===== src/rtl/bfca_pkg.sv =====
// Shared widths, codes and default parameters of the best-fit allocator.
// No dependencies.
package bfca_pkg;

  localparam int AddrW    = 16;
  localparam int SizeW    = 17;
  localparam int CalcW    = 18;
  localparam int FreeOutW = 5;
  localparam int LiveW    = 16;

  localparam int MinPool  = 8192;
  localparam int SplitCap = 128;
  localparam logic [SizeW-1:0] PoolReset = 17'd65536;

  localparam int DefMaxPoolBytes = 65536;
  localparam int DefFreeSlots    = 16;
  localparam int DefWordBytes    = 8;
  localparam int DefHeaderBytes  = 24;

  localparam logic OpAlloc = 1'b0;
  localparam logic OpFree  = 1'b1;

  typedef enum logic [1:0] {
    StOk   = 2'd0,
    StOom  = 2'd1,
    StDup  = 2'd2,
    StFull = 2'd3
  } status_e;

endpackage


===== src/rtl/bfca_req_if.sv =====
// Request channel of the allocator: valid/ready plus one alloc or free item.
// Depends on bfca_pkg.
interface bfca_req_if;
  import bfca_pkg::*;

  logic              valid;
  logic              ready;
  logic              op;
  logic [AddrW-1:0]  req_bytes;
  logic [AddrW-1:0]  blk_addr;
  logic [SizeW-1:0]  blk_bytes;

  modport source (output valid, op, req_bytes, blk_addr, blk_bytes, input ready);
  modport sink   (input valid, op, req_bytes, blk_addr, blk_bytes, output ready);
endinterface


===== src/rtl/bfca_rsp_if.sv =====
// Response channel of the allocator: valid/ready plus one result item.
// Depends on bfca_pkg.
interface bfca_rsp_if;
  import bfca_pkg::*;

  logic                valid;
  logic                ready;
  logic [1:0]          status;
  logic [AddrW-1:0]    grant_addr;
  logic [SizeW-1:0]    grant_bytes;
  logic [FreeOutW-1:0] free_extents;
  logic [LiveW-1:0]    live_count;

  modport source (output valid, status, grant_addr, grant_bytes, free_extents, live_count,
                  input ready);
  modport sink   (input valid, status, grant_addr, grant_bytes, free_extents, live_count,
                  output ready);
endinterface


===== src/rtl/bfca_size_round.sv =====
// Rounds header plus request up to whole words and forms the split limit.
// Two register stages; depends on bfca_pkg.
module bfca_size_round #(
  parameter int WordBytes   = bfca_pkg::DefWordBytes,
  parameter int HeaderBytes = bfca_pkg::DefHeaderBytes
) (
  input  logic                      clk_i,
  input  logic [bfca_pkg::AddrW-1:0] req_bytes_i,
  output logic [bfca_pkg::CalcW-1:0] size_o,
  output logic [bfca_pkg::CalcW:0]   limit_o
);
  import bfca_pkg::*;

  localparam int RecipSh = 26;
  localparam logic [RecipSh:0] Recip = (RecipSh+1)'(((2**RecipSh) + WordBytes - 1) / WordBytes);

  logic [CalcW-1:0]         sum;
  logic [CalcW+RecipSh:0]   prod;
  logic [CalcW-1:0]         quot_q;
  logic [2*CalcW-1:0]       mult;
  logic [CalcW-1:0]         size_q;
  logic [CalcW:0]           twice;
  logic [CalcW:0]           margin;

  assign sum  = CalcW'(req_bytes_i) + CalcW'(HeaderBytes) + CalcW'(WordBytes - 1);
  // divide by the word size through a reciprocal; exact for these widths
  assign prod = (CalcW+RecipSh+1)'(sum) * (CalcW+RecipSh+1)'(Recip);
  assign mult = (2*CalcW)'(quot_q) * (2*CalcW)'(WordBytes);

  always_ff @(posedge clk_i) begin
    quot_q <= prod[CalcW+RecipSh-1:RecipSh];
    size_q <= mult[CalcW-1:0];
  end

  assign twice   = {size_q, 1'b0};
  assign margin  = (twice < (CalcW+1)'(SplitCap)) ? twice : (CalcW+1)'(SplitCap);
  assign size_o  = size_q;
  assign limit_o = (CalcW+1)'(size_q) + margin;
endmodule


===== src/rtl/best_fit_coalescing_allocator.sv =====
// Best-fit allocator with coalescing for one pool. Each item has its size
// rounded, then scans the free extents, then moves table entries one at a
// time when the table is compacted or opened. The extent table is one
// synchronous memory read once and written once per cycle. One item is
// worked on at a time.
// Depends on bfca_pkg, bfca_req_if, bfca_rsp_if and bfca_size_round.
module best_fit_coalescing_allocator #(
  parameter int MaxPoolBytes = bfca_pkg::DefMaxPoolBytes,
  parameter int FreeSlots    = bfca_pkg::DefFreeSlots,
  parameter int WordBytes    = bfca_pkg::DefWordBytes,
  parameter int HeaderBytes  = bfca_pkg::DefHeaderBytes
) (
  input  logic                       clk_i,
  input  logic                       rst_ni,
  input  logic                       cfg_we_i,
  input  logic [bfca_pkg::SizeW-1:0] cfg_wdata_i,
  bfca_req_if.sink                   req_i,
  bfca_rsp_if.source                 rsp_o
);
  import bfca_pkg::*;

  localparam int IW = $clog2(FreeSlots);
  localparam int CW = $clog2(FreeSlots + 1);
  localparam int EW = AddrW + SizeW;

  localparam logic [3:0] SIdle   = 4'd0;
  localparam logic [3:0] SRnd0   = 4'd1;
  localparam logic [3:0] SRnd1   = 4'd2;
  localparam logic [3:0] SStart  = 4'd3;
  localparam logic [3:0] SAScan  = 4'd4;
  localparam logic [3:0] SAGrant = 4'd5;
  localparam logic [3:0] SBump   = 4'd6;
  localparam logic [3:0] SFScan  = 4'd7;
  localparam logic [3:0] SFDec   = 4'd8;
  localparam logic [3:0] SShDn   = 4'd9;
  localparam logic [3:0] SShUp   = 4'd10;
  localparam logic [3:0] SIns    = 4'd11;
  localparam logic [3:0] SDone   = 4'd12;

  logic [3:0] state_q, state_d;

  logic             op_q, op_d;
  logic [AddrW-1:0] req_q, req_d;
  logic [AddrW-1:0] addr_q, addr_d;
  logic [SizeW-1:0] bytes_q, bytes_d;

  logic [SizeW-1:0] pool_q;
  logic [CW-1:0]    cnt_q, cnt_d;
  logic [SizeW-1:0] bump_q, bump_d;
  logic [LiveW-1:0] live_q, live_d;

  logic [IW-1:0]    idx_q, idx_d;
  logic [CW-1:0]    pos_q, pos_d;
  logic             found_q, found_d;
  logic [IW-1:0]    best_q, best_d;
  logic [AddrW-1:0] best_start_q, best_start_d;
  logic [SizeW-1:0] best_size_q, best_size_d;
  logic             has_prev_q, has_prev_d;
  logic [AddrW-1:0] prev_start_q, prev_start_d;
  logic [SizeW-1:0] prev_size_q, prev_size_d;
  logic             has_next_q, has_next_d;
  logic [AddrW-1:0] next_start_q, next_start_d;
  logic [SizeW-1:0] next_size_q, next_size_d;

  status_e          res_status_q, res_status_d;
  logic [AddrW-1:0] res_addr_q, res_addr_d;
  logic [SizeW-1:0] res_bytes_q, res_bytes_d;

  logic                out_valid_q, out_valid_d;
  status_e             out_status_q, out_status_d;
  logic [AddrW-1:0]    out_addr_q, out_addr_d;
  logic [SizeW-1:0]    out_bytes_q, out_bytes_d;
  logic [FreeOutW-1:0] out_free_q, out_free_d;
  logic [LiveW-1:0]    out_live_q, out_live_d;

  // extent table: {start, size} per entry
  logic [EW-1:0]    mem_q [FreeSlots];
  logic             rd_en;
  logic [IW-1:0]    rd_addr;
  logic [EW-1:0]    rdata_q;
  logic             wr_en;
  logic [IW-1:0]    wr_addr;
  logic [EW-1:0]    wr_data;
  logic [AddrW-1:0] rd_start;
  logic [SizeW-1:0] rd_size;

  logic [CalcW-1:0] size;
  logic [CalcW:0]   limit;
  logic [SizeW-1:0] pool_lim;
  logic [CW-1:0]    idx_nxt;
  logic [CalcW-1:0] blk_end;
  logic [CalcW-1:0] prev_end;
  logic             fit_hit;
  logic             dup_hit;
  logic             join_prev;
  logic             join_next;
  logic [LiveW-1:0] live_inc;

  bfca_size_round #(
    .WordBytes  (WordBytes),
    .HeaderBytes(HeaderBytes)
  ) u_size_round (
    .clk_i      (clk_i),
    .req_bytes_i(req_q),
    .size_o     (size),
    .limit_o    (limit)
  );

  always_ff @(posedge clk_i) begin
    if (wr_en) begin
      mem_q[wr_addr] <= wr_data;
    end
    if (rd_en) begin
      rdata_q <= mem_q[rd_addr];
    end
  end

  assign rd_start = rdata_q[EW-1:SizeW];
  assign rd_size  = rdata_q[SizeW-1:0];

  always_comb begin
    if (pool_q < SizeW'(MinPool)) begin
      pool_lim = SizeW'(MinPool);
    end else if (32'(pool_q) > 32'(MaxPoolBytes)) begin
      pool_lim = SizeW'(MaxPoolBytes);
    end else begin
      pool_lim = pool_q;
    end
  end

  assign idx_nxt   = CW'(idx_q) + CW'(1);
  assign blk_end   = CalcW'(addr_q) + CalcW'(bytes_q);
  assign prev_end  = CalcW'(prev_start_q) + CalcW'(prev_size_q);
  assign fit_hit   = (CalcW'(rd_size) >= size) && (!found_q || rd_size < best_size_q);
  assign dup_hit   = (has_next_q && (next_start_q == addr_q ||
                                     blk_end > CalcW'(next_start_q))) ||
                     (has_prev_q && prev_end > CalcW'(addr_q));
  assign join_prev = has_prev_q && prev_end == CalcW'(addr_q);
  assign join_next = has_next_q && blk_end == CalcW'(next_start_q);
  assign live_inc  = (live_q == {LiveW{1'b1}}) ? live_q : live_q + LiveW'(1);

  assign req_i.ready        = (state_q == SIdle);
  assign rsp_o.valid        = out_valid_q;
  assign rsp_o.status       = out_status_q;
  assign rsp_o.grant_addr   = out_addr_q;
  assign rsp_o.grant_bytes  = out_bytes_q;
  assign rsp_o.free_extents = out_free_q;
  assign rsp_o.live_count   = out_live_q;

  always_comb begin
    state_d      = state_q;
    op_d         = op_q;
    req_d        = req_q;
    addr_d       = addr_q;
    bytes_d      = bytes_q;
    cnt_d        = cnt_q;
    bump_d       = bump_q;
    live_d       = live_q;
    idx_d        = idx_q;
    pos_d        = pos_q;
    found_d      = found_q;
    best_d       = best_q;
    best_start_d = best_start_q;
    best_size_d  = best_size_q;
    has_prev_d   = has_prev_q;
    prev_start_d = prev_start_q;
    prev_size_d  = prev_size_q;
    has_next_d   = has_next_q;
    next_start_d = next_start_q;
    next_size_d  = next_size_q;
    res_status_d = res_status_q;
    res_addr_d   = res_addr_q;
    res_bytes_d  = res_bytes_q;
    out_valid_d  = out_valid_q && !rsp_o.ready;
    out_status_d = out_status_q;
    out_addr_d   = out_addr_q;
    out_bytes_d  = out_bytes_q;
    out_free_d   = out_free_q;
    out_live_d   = out_live_q;
    rd_en        = 1'b0;
    rd_addr      = '0;
    wr_en        = 1'b0;
    wr_addr      = '0;
    wr_data      = '0;

    case (state_q)
      SIdle: begin
        if (req_i.valid) begin
          op_d         = req_i.op;
          req_d        = req_i.req_bytes;
          addr_d       = req_i.blk_addr;
          bytes_d      = req_i.blk_bytes;
          found_d      = 1'b0;
          has_prev_d   = 1'b0;
          has_next_d   = 1'b0;
          res_status_d = StOk;
          res_addr_d   = '0;
          res_bytes_d  = '0;
          state_d      = SRnd0;
        end
      end
      SRnd0: state_d = SRnd1;
      SRnd1: state_d = SStart;
      SStart: begin
        idx_d = '0;
        if (op_q == OpAlloc) begin
          if (size != '0 && cnt_q != '0) begin
            rd_en   = 1'b1;
            state_d = SAScan;
          end else begin
            state_d = SBump;
          end
        end else if (live_q == '0) begin
          res_status_d = StDup;
          state_d      = SDone;
        end else if (cnt_q == '0) begin
          pos_d   = '0;
          state_d = SFDec;
        end else begin
          rd_en   = 1'b1;
          state_d = SFScan;
        end
      end
      SAScan: begin
        if (fit_hit) begin
          found_d      = 1'b1;
          best_d       = idx_q;
          best_start_d = rd_start;
          best_size_d  = rd_size;
        end
        // stop early on an exact fit
        if ((fit_hit && CalcW'(rd_size) == size) || idx_nxt >= cnt_q) begin
          state_d = SAGrant;
        end else begin
          idx_d   = idx_q + IW'(1);
          rd_en   = 1'b1;
          rd_addr = idx_q + IW'(1);
        end
      end
      SAGrant: begin
        if (!found_q) begin
          state_d = SBump;
        end else begin
          res_addr_d = best_start_q;
          live_d     = live_inc;
          if ((CalcW+1)'(best_size_q) >= limit) begin
            wr_en       = 1'b1;
            wr_addr     = best_q;
            wr_data     = {AddrW'(best_start_q + size[AddrW-1:0]),
                           SizeW'(best_size_q - size[SizeW-1:0])};
            res_bytes_d = size[SizeW-1:0];
            state_d     = SDone;
          end else begin
            res_bytes_d = best_size_q;
            if (CW'(best_q) + CW'(1) < cnt_q) begin
              rd_en   = 1'b1;
              rd_addr = best_q + IW'(1);
              idx_d   = best_q + IW'(1);
              state_d = SShDn;
            end else begin
              cnt_d   = cnt_q - CW'(1);
              state_d = SDone;
            end
          end
        end
      end
      SBump: begin
        if (bump_q > pool_lim || CalcW'(pool_lim - bump_q) < size) begin
          res_status_d = StOom;
        end else begin
          res_addr_d  = bump_q[AddrW-1:0];
          res_bytes_d = size[SizeW-1:0];
          bump_d      = SizeW'(CalcW'(bump_q) + size);
          live_d      = live_inc;
        end
        state_d = SDone;
      end
      SFScan: begin
        if (rd_start < addr_q) begin
          has_prev_d   = 1'b1;
          prev_start_d = rd_start;
          prev_size_d  = rd_size;
          if (idx_nxt < cnt_q) begin
            idx_d   = idx_q + IW'(1);
            rd_en   = 1'b1;
            rd_addr = idx_q + IW'(1);
          end else begin
            pos_d   = cnt_q;
            state_d = SFDec;
          end
        end else begin
          pos_d        = CW'(idx_q);
          has_next_d   = 1'b1;
          next_start_d = rd_start;
          next_size_d  = rd_size;
          state_d      = SFDec;
        end
      end
      SFDec: begin
        state_d = SDone;
        if (dup_hit) begin
          res_status_d = StDup;
        end else if (!join_prev && !join_next && cnt_q >= CW'(FreeSlots)) begin
          res_status_d = StFull;
        end else if (live_q == LiveW'(1)) begin
          // last live block: the pool returns to empty
          live_d = '0;
          cnt_d  = '0;
          bump_d = '0;
        end else begin
          live_d = live_q - LiveW'(1);
          if (join_prev && join_next) begin
            wr_en   = 1'b1;
            wr_addr = IW'(pos_q - CW'(1));
            wr_data = {prev_start_q, SizeW'(prev_size_q + bytes_q + next_size_q)};
            if (pos_q + CW'(1) < cnt_q) begin
              rd_en   = 1'b1;
              rd_addr = IW'(pos_q + CW'(1));
              idx_d   = IW'(pos_q + CW'(1));
              state_d = SShDn;
            end else begin
              cnt_d = cnt_q - CW'(1);
            end
          end else if (join_prev) begin
            wr_en   = 1'b1;
            wr_addr = IW'(pos_q - CW'(1));
            wr_data = {prev_start_q, SizeW'(prev_size_q + bytes_q)};
          end else if (join_next) begin
            wr_en   = 1'b1;
            wr_addr = IW'(pos_q);
            wr_data = {addr_q, SizeW'(next_size_q + bytes_q)};
          end else if (pos_q < cnt_q) begin
            // open a slot: move entries up from the top
            rd_en   = 1'b1;
            rd_addr = IW'(cnt_q - CW'(1));
            idx_d   = IW'(cnt_q - CW'(1));
            state_d = SShUp;
          end else begin
            state_d = SIns;
          end
        end
      end
      SShDn: begin
        wr_en   = 1'b1;
        wr_addr = idx_q - IW'(1);
        wr_data = rdata_q;
        if (idx_nxt < cnt_q) begin
          idx_d   = idx_q + IW'(1);
          rd_en   = 1'b1;
          rd_addr = idx_q + IW'(1);
        end else begin
          cnt_d   = cnt_q - CW'(1);
          state_d = SDone;
        end
      end
      SShUp: begin
        wr_en   = 1'b1;
        wr_addr = idx_q + IW'(1);
        wr_data = rdata_q;
        if (CW'(idx_q) > pos_q) begin
          idx_d   = idx_q - IW'(1);
          rd_en   = 1'b1;
          rd_addr = idx_q - IW'(1);
        end else begin
          state_d = SIns;
        end
      end
      SIns: begin
        wr_en   = 1'b1;
        wr_addr = IW'(pos_q);
        wr_data = {addr_q, bytes_q};
        cnt_d   = cnt_q + CW'(1);
        state_d = SDone;
      end
      SDone: begin
        // hold until the output register is free
        if (!out_valid_q || rsp_o.ready) begin
          out_valid_d  = 1'b1;
          out_status_d = res_status_q;
          out_addr_d   = res_addr_q;
          out_bytes_d  = res_bytes_q;
          out_free_d   = FreeOutW'(cnt_q);
          out_live_d   = live_q;
          state_d      = SIdle;
        end
      end
      default: state_d = SIdle;
    endcase
  end

  always_ff @(posedge clk_i or negedge rst_ni) begin
    if (!rst_ni) begin
      state_q     <= SIdle;
      pool_q      <= PoolReset;
      cnt_q       <= '0;
      bump_q      <= '0;
      live_q      <= '0;
      out_valid_q <= 1'b0;
    end else begin
      state_q     <= state_d;
      cnt_q       <= cnt_d;
      bump_q      <= bump_d;
      live_q      <= live_d;
      out_valid_q <= out_valid_d;
      if (cfg_we_i) begin
        pool_q <= cfg_wdata_i;
      end
    end
  end

  always_ff @(posedge clk_i) begin
    op_q         <= op_d;
    req_q        <= req_d;
    addr_q       <= addr_d;
    bytes_q      <= bytes_d;
    idx_q        <= idx_d;
    pos_q        <= pos_d;
    found_q      <= found_d;
    best_q       <= best_d;
    best_start_q <= best_start_d;
    best_size_q  <= best_size_d;
    has_prev_q   <= has_prev_d;
    prev_start_q <= prev_start_d;
    prev_size_q  <= prev_size_d;
    has_next_q   <= has_next_d;
    next_start_q <= next_start_d;
    next_size_q  <= next_size_d;
    res_status_q <= res_status_d;
    res_addr_q   <= res_addr_d;
    res_bytes_q  <= res_bytes_d;
    out_status_q <= out_status_d;
    out_addr_q   <= out_addr_d;
    out_bytes_q  <= out_bytes_d;
    out_free_q   <= out_free_d;
    out_live_q   <= out_live_d;
  end
endmodule


===== src/flat_wrapper.sv =====
// flat-port wrapper written by rule: the top's interface ports become plain ports
module best_fit_coalescing_allocator_flat import bfca_pkg::*;
#(
  parameter int MaxPoolBytes = bfca_pkg::DefMaxPoolBytes,
  parameter int FreeSlots    = bfca_pkg::DefFreeSlots,
  parameter int WordBytes    = bfca_pkg::DefWordBytes,
  parameter int HeaderBytes  = bfca_pkg::DefHeaderBytes
)
  (clk_i, rst_ni, cfg_we_i, cfg_wdata_i, req_i_valid, req_i_op, req_i_req_bytes, req_i_blk_addr, req_i_blk_bytes, req_i_ready, rsp_o_valid, rsp_o_status, rsp_o_grant_addr, rsp_o_grant_bytes, rsp_o_free_extents, rsp_o_live_count, rsp_o_ready);
  bfca_req_if req_i_i ();
  bfca_rsp_if rsp_o_i ();
  input  logic clk_i;
  input  logic rst_ni;
  input  logic cfg_we_i;
  input  logic [bfca_pkg::SizeW-1:0] cfg_wdata_i;
  input wire logic [$bits(req_i_i.valid)-1:0] req_i_valid;
  input wire logic [$bits(req_i_i.op)-1:0] req_i_op;
  input wire logic [$bits(req_i_i.req_bytes)-1:0] req_i_req_bytes;
  input wire logic [$bits(req_i_i.blk_addr)-1:0] req_i_blk_addr;
  input wire logic [$bits(req_i_i.blk_bytes)-1:0] req_i_blk_bytes;
  output wire logic [$bits(req_i_i.ready)-1:0] req_i_ready;
  output wire logic [$bits(rsp_o_i.valid)-1:0] rsp_o_valid;
  output wire logic [$bits(rsp_o_i.status)-1:0] rsp_o_status;
  output wire logic [$bits(rsp_o_i.grant_addr)-1:0] rsp_o_grant_addr;
  output wire logic [$bits(rsp_o_i.grant_bytes)-1:0] rsp_o_grant_bytes;
  output wire logic [$bits(rsp_o_i.free_extents)-1:0] rsp_o_free_extents;
  output wire logic [$bits(rsp_o_i.live_count)-1:0] rsp_o_live_count;
  input wire logic [$bits(rsp_o_i.ready)-1:0] rsp_o_ready;
  assign req_i_i.valid = req_i_valid;
  assign req_i_i.op = req_i_op;
  assign req_i_i.req_bytes = req_i_req_bytes;
  assign req_i_i.blk_addr = req_i_blk_addr;
  assign req_i_i.blk_bytes = req_i_blk_bytes;
  assign req_i_ready = req_i_i.ready;
  assign rsp_o_valid = rsp_o_i.valid;
  assign rsp_o_status = rsp_o_i.status;
  assign rsp_o_grant_addr = rsp_o_i.grant_addr;
  assign rsp_o_grant_bytes = rsp_o_i.grant_bytes;
  assign rsp_o_free_extents = rsp_o_i.free_extents;
  assign rsp_o_live_count = rsp_o_i.live_count;
  assign rsp_o_i.ready = rsp_o_ready;
  best_fit_coalescing_allocator #(.MaxPoolBytes(MaxPoolBytes), .FreeSlots(FreeSlots), .WordBytes(WordBytes), .HeaderBytes(HeaderBytes)) u_core (.clk_i(clk_i), .rst_ni(rst_ni), .cfg_we_i(cfg_we_i), .cfg_wdata_i(cfg_wdata_i), .req_i(req_i_i), .rsp_o(rsp_o_i));
endmodule

===== config.mk =====
export PLATFORM = sky130hd
export DESIGN_NAME = best_fit_coalescing_allocator_flat
export DESIGN_NICKNAME = d
export VERILOG_FILES = /design/src/rtl/bfca_pkg.sv /design/src/rtl/bfca_req_if.sv /design/src/rtl/bfca_rsp_if.sv /design/src/rtl/bfca_size_round.sv /design/src/rtl/best_fit_coalescing_allocator.sv /design/src/flat_wrapper.sv
export SDC_FILE = /design/constraint.sdc
export NUM_CORES = 2
export LEC_CHECK = 0
export BUFFER_PORTS_ARGS = -buffer_cell sky130_fd_sc_hd__buf_2
export CELL_PAD_IN_SITES_DETAIL_PLACEMENT = 1
export CELL_PAD_IN_SITES_GLOBAL_PLACEMENT = 1
export CORE_MARGIN = 2
export CORE_UTILIZATION = 35
export DETAILED_ROUTE_END_ITERATION = 8
export GPL_ROUTABILITY_DRIVEN = 1
export HOLD_SLACK_MARGIN = 0.08
export PLACE_DENSITY = 0.67
export SLEW_MARGIN = 0
export SYNTH_ARGS = -nofsm -noshare
export SYNTH_HDL_FRONTEND = slang
export SYNTH_SLANG_ARGS = --single-unit

===== constraint.sdc =====
create_clock -name clk_i -period 14.3 [get_ports clk_i]
set_clock_uncertainty 0.1 [all_clocks]
set_input_delay 0.715 -clock clk_i [delete_from_list [all_inputs] [get_ports clk_i]]
set_output_delay 0.715 -clock clk_i [all_outputs]
set_load 0.02 [all_outputs]

==> metrics.cfg <==
[run_status]
run_status = completed

[synthesis]
muxShareOfSynthArea_pct = 3.81
synth_largest_type_area_fraction_pct = 54.2
ys_warn_count = 0
dominant_combinational_cell_family_by_area_after_synthesis = compound AO/OA/AOI/OAI gates
average_instance_area_after_synthesis_sq_um = 12.1
synth_sequential_area_ratio_pct = 58.7
synth_cell_type_count = 94
synth_enable_flop_cells = 817
yosys-top-cells-area = sky130_fd_sc_hd__edfxtp_1, sky130_fd_sc_hd__ha_1, sky130_fd_sc_hd__mux2i_1
adder_cell_share_of_the_synthesized_area_pct = 8.23
synthSimpleGateAreaFrac_pct = 10.1
yosys.area_share.xor_xnor_pct = 3.19
synth_compound_area_share_pct = 13.3
async_reset_ff_share_pct = 6.31
syn-cell-area_sq_um = 45200
synth_largest_area_cell = sky130_fd_sc_hd__edfxtp_1
synth-main-ff-cell = sky130_fd_sc_hd__edfxtp_1
ys_seq_elements = 904
synthesis.instances = 3754

[global_route]
grt_start_max_net_pins = 75
number_of_antenna_violations_at_the_first_check_in_global_routing = 6
grt_usage_pct = 21.9
wire_length_of_the_first_global_routing_pass_mm = 216
first_global_vias = 33100
overflow = 0

[place]
place_inst = 5504
gpl.final_weighted_congestion = 0.884
place.detailed.hpwl_mm = 98.1
place.port_buffers = 129

[setup_path]
timing.critical_path.from_type = register
r2r.worst_path.cells = 29
required_ps = 14780
worstReg2RegEnd = u_core.rdata_q[7]
max_stage_delay_ps = 960
endpoint_kind = register
critPathKind = register to register
worst-r2r-setup-slack_ps = 5640
timing.critical_path.arrival_ps = 9140
cpMaxStageDelayCell = sky130_fd_sc_hd__a311oi_1
max_fanout_on_critical_path = 66
regToRegStartpoint = u_core.bytes_q[1]

[die]
chipWidth_um = 364
fp.dieH_um = 364
number_of_placement_rows = 131
design.portCount = 130
initial_core_utilization_pct = 35.4
core_area_sq_um = 128000
die_area_sq_um = 132000

[timing]
rsz0062_at_grt = no
maxSlewViolCount = 0
hold_slack_final_ps = 86.6
fmax_mhz = 115
max_slew.worst_pin.slew_ps = 1350
finalSetupViolCount = 0
timing.max_slew.rel_slack_pct = 9.63
finalCriticalPeriod_ps = 8660
final_min_period_over_clock_period_pct = 60.5
finalSetupTns_ps = 0
finalHoldViolations = 0

[clock_network]
tritoncts_num_sinks = 904
numCtsBuffers = 99
clockBufferDepth = 3
post_cts_buffers = 0
clock_tree.htree_level_count = 3
cts_tree = built
cts.repair.resized = 0
ctsRootBufferMaster = sky130_fd_sc_hd__clkbuf_16
holdBufCountCts = 39
worst_skew_pair.late_latency_ps = 750
clkSlewWorstSetupHoldPaths_ps = 60

[route]
postRouteWirelength_mm = 146
drtAntennaViolNets = 0
wire_per_inst_um = 25.6
drtIter0Drc = 3047
drt-pass1-iter-count = 8
num_vias = 32300
drc_markers = 0
avgViaCountPerCell = 5.65

[cells_and_area]
final_util_pct = 40.6
layout.cells.most_common = sky130_fd_sc_hd__edfxtp_1
layoutNonFillerInstCount = 5728
layout.cells.most_common_list = sky130_fd_sc_hd__edfxtp_1, sky130_fd_sc_hd__nand2_1, sky130_fd_sc_hd__ha_1
antennaDiodeCount = 0
num-nets-final = 4346
final_layout_size_suffix_gt1_share_pct = 11.0
area.growth.synth_to_final_pct = 14.7

[power]
cell_internal_pwr_mw = 6.33
combinationalPowerShare_pct = 38.6
sequentialPowerShare_pct = 37.3
swShare_pct = 40.1
p_leak_nw = 19.9
power_density_nw_per_um2 = 204
p_sw_mw = 4.25
vdd_drop_max_mv = 0.140
part_of_the_total_power_dissipated_in_the_clock_network_pct = 24.1

[min_path]
hold_class = input port to async pin

[job]
timing.max_cap.violations = 0

synth_stat cells (10+ instances only):
cell type                  instances
sky130_fd_sc_hd__clkbuf_1         86
sky130_fd_sc_hd__mux2_2           17
sky130_fd_sc_hd__o21bai_1         29
sky130_fd_sc_hd__a21boi_0         12
sky130_fd_sc_hd__a31oi_1          33
sky130_fd_sc_hd__mux2i_1         153
sky130_fd_sc_hd__dfrtp_1          56
sky130_fd_sc_hd__nand2b_1         26
sky130_fd_sc_hd__o22ai_1          72
sky130_fd_sc_hd__a211oi_1         21
sky130_fd_sc_hd__o31ai_1          17
sky130_fd_sc_hd__a22oi_1          10
sky130_fd_sc_hd__nor3_1           68
sky130_fd_sc_hd__a222oi_1         34
sky130_fd_sc_hd__buf_2            37
sky130_fd_sc_hd__a21o_1           57
sky130_fd_sc_hd__nand4_1          20
sky130_fd_sc_hd__dfxtp_1          30
sky130_fd_sc_hd__nor2_1          202
sky130_fd_sc_hd__nand2_1         384
sky130_fd_sc_hd__and2_1           17
sky130_fd_sc_hd__a22o_1           20
sky130_fd_sc_hd__xor2_1           65
sky130_fd_sc_hd__o21ai_0         186
sky130_fd_sc_hd__nor2b_1          27
sky130_fd_sc_hd__and3_1           29
sky130_fd_sc_hd__ha_1            283
sky130_fd_sc_hd__a21oi_1         281
sky130_fd_sc_hd__a221o_1          16
sky130_fd_sc_hd__edfxtp_1        817
sky130_fd_sc_hd__buf_4            10
sky130_fd_sc_hd__o211ai_1         13
sky130_fd_sc_hd__or3_1            16
sky130_fd_sc_hd__o21a_1           34
sky130_fd_sc_hd__inv_1           160
sky130_fd_sc_hd__xnor2_1         100
sky130_fd_sc_hd__nor4_1           21
sky130_fd_sc_hd__nand3_1         146
sky130_fd_sc_hd__a211o_1          10
routing by layer:
layer	routed length (um)	GRT usage, %	part of all wire [%]	vias to the layer above
li1	-	-	-	14600
met4	4770	7.30	3.3	0
met1	63900	29.6	44	16400
met5	0	0	0	-
met3	9310	3.56	6.4	242
met2	68400	35.8	47	1047
area by class of cell:
| type | count | area [sq um] |
|---|---|---|
| Sequential cell | 904 | 26600 |
| Inverter | 161 | 604 |
| Clock inverter | 56 | 553 |
| Clock buffer | 129 | 2650 |
| Tap cell | 1662 | 2080 |
| Fill cell | 13700 | 75900 |
| Multi-Input combinational cell | 2559 | 17700 |
| Timing Repair Buffer | 257 | 1700 |
worst max-delay path, delay by kind of cell, from the launching register on:
| kind | cells | cell delay (ps) |
|---|---|---|
| buf+inv | 3 | 1660 |
| simple gates | 12 | 1830 |
| compound gates | 11 | 3550 |
| xor+xnor | 1 | 150 |
| fa+ha+maj | 2 | 630 |
| flops | 1 | 520 |
per-stage QoR:
stage | setup WS, ps | power, mW | instance area, sq um
floorplan | 6540 | 6.50 | 45300
global placement | 5810 | 7.91 | 48300
detailed placement | 5620 | 8.02 | 48300
CTS | 5590 | 10.6 | 51900
global route | 5050 | 11.2 | 51900
finish | 5640 | 10.6 | 51900
worst max-delay path by stage:
stage,startpoint,to,slack (ps),cells past startpoint
floorplan,u_core.pool_q[16],u_core.res_addr_q[0],6540,25
global placement,u_core.bytes_q[1],u_core.rdata_q[20],5810,28
detailed placement,u_core.bytes_q[1],u_core.rdata_q[2],5620,28
CTS,u_core.bytes_q[1],u_core.rdata_q[2],5590,28
global route,u_core.bytes_q[1],u_core.rdata_q[2],5050,28
finish,u_core.bytes_q[1],u_core.rdata_q[7],5640,29
power by group through the flow:
| stage | logic (mW) | registers [mW] | clock network (mW) |
|---|---|---|---|
| floorplan | 2.74 | 3.76 | 0 |
| global placement | 3.94 | 3.97 | 0 |
| detailed placement | 4.04 | 3.98 | 0 |
| CTS | 4.08 | 3.93 | 2.60 |
| global route | 4.50 | 3.97 | 2.70 |
| finish | 4.09 | 3.94 | 2.55 |
cells by family after synthesis:
| kind of cell | after synthesis |
|---|---|
| simple gates | 995 |
| other cells | 1 |
| fa+ha+maj | 292 |
| mux | 170 |
| buf+inv | 301 |
| flops | 904 |
| compound gates | 926 |
| xor+xnor | 165 |
registers in the layout (all words and copies together) (netlist names), 17 cells and up:
name / flops
u_core.next_size_q: 17
u_core.prev_size_q: 17
u_core.bytes_q: 17
u_core.rsp_o.grant_bytes: 17
u_core.best_size_q: 17
u_core.rdata_q: 33
u_core.pool_q: 17
u_core.res_bytes_q: 17
u_core.mem_q: 528
Note: power is estimated with default switching activity, not from simulation.
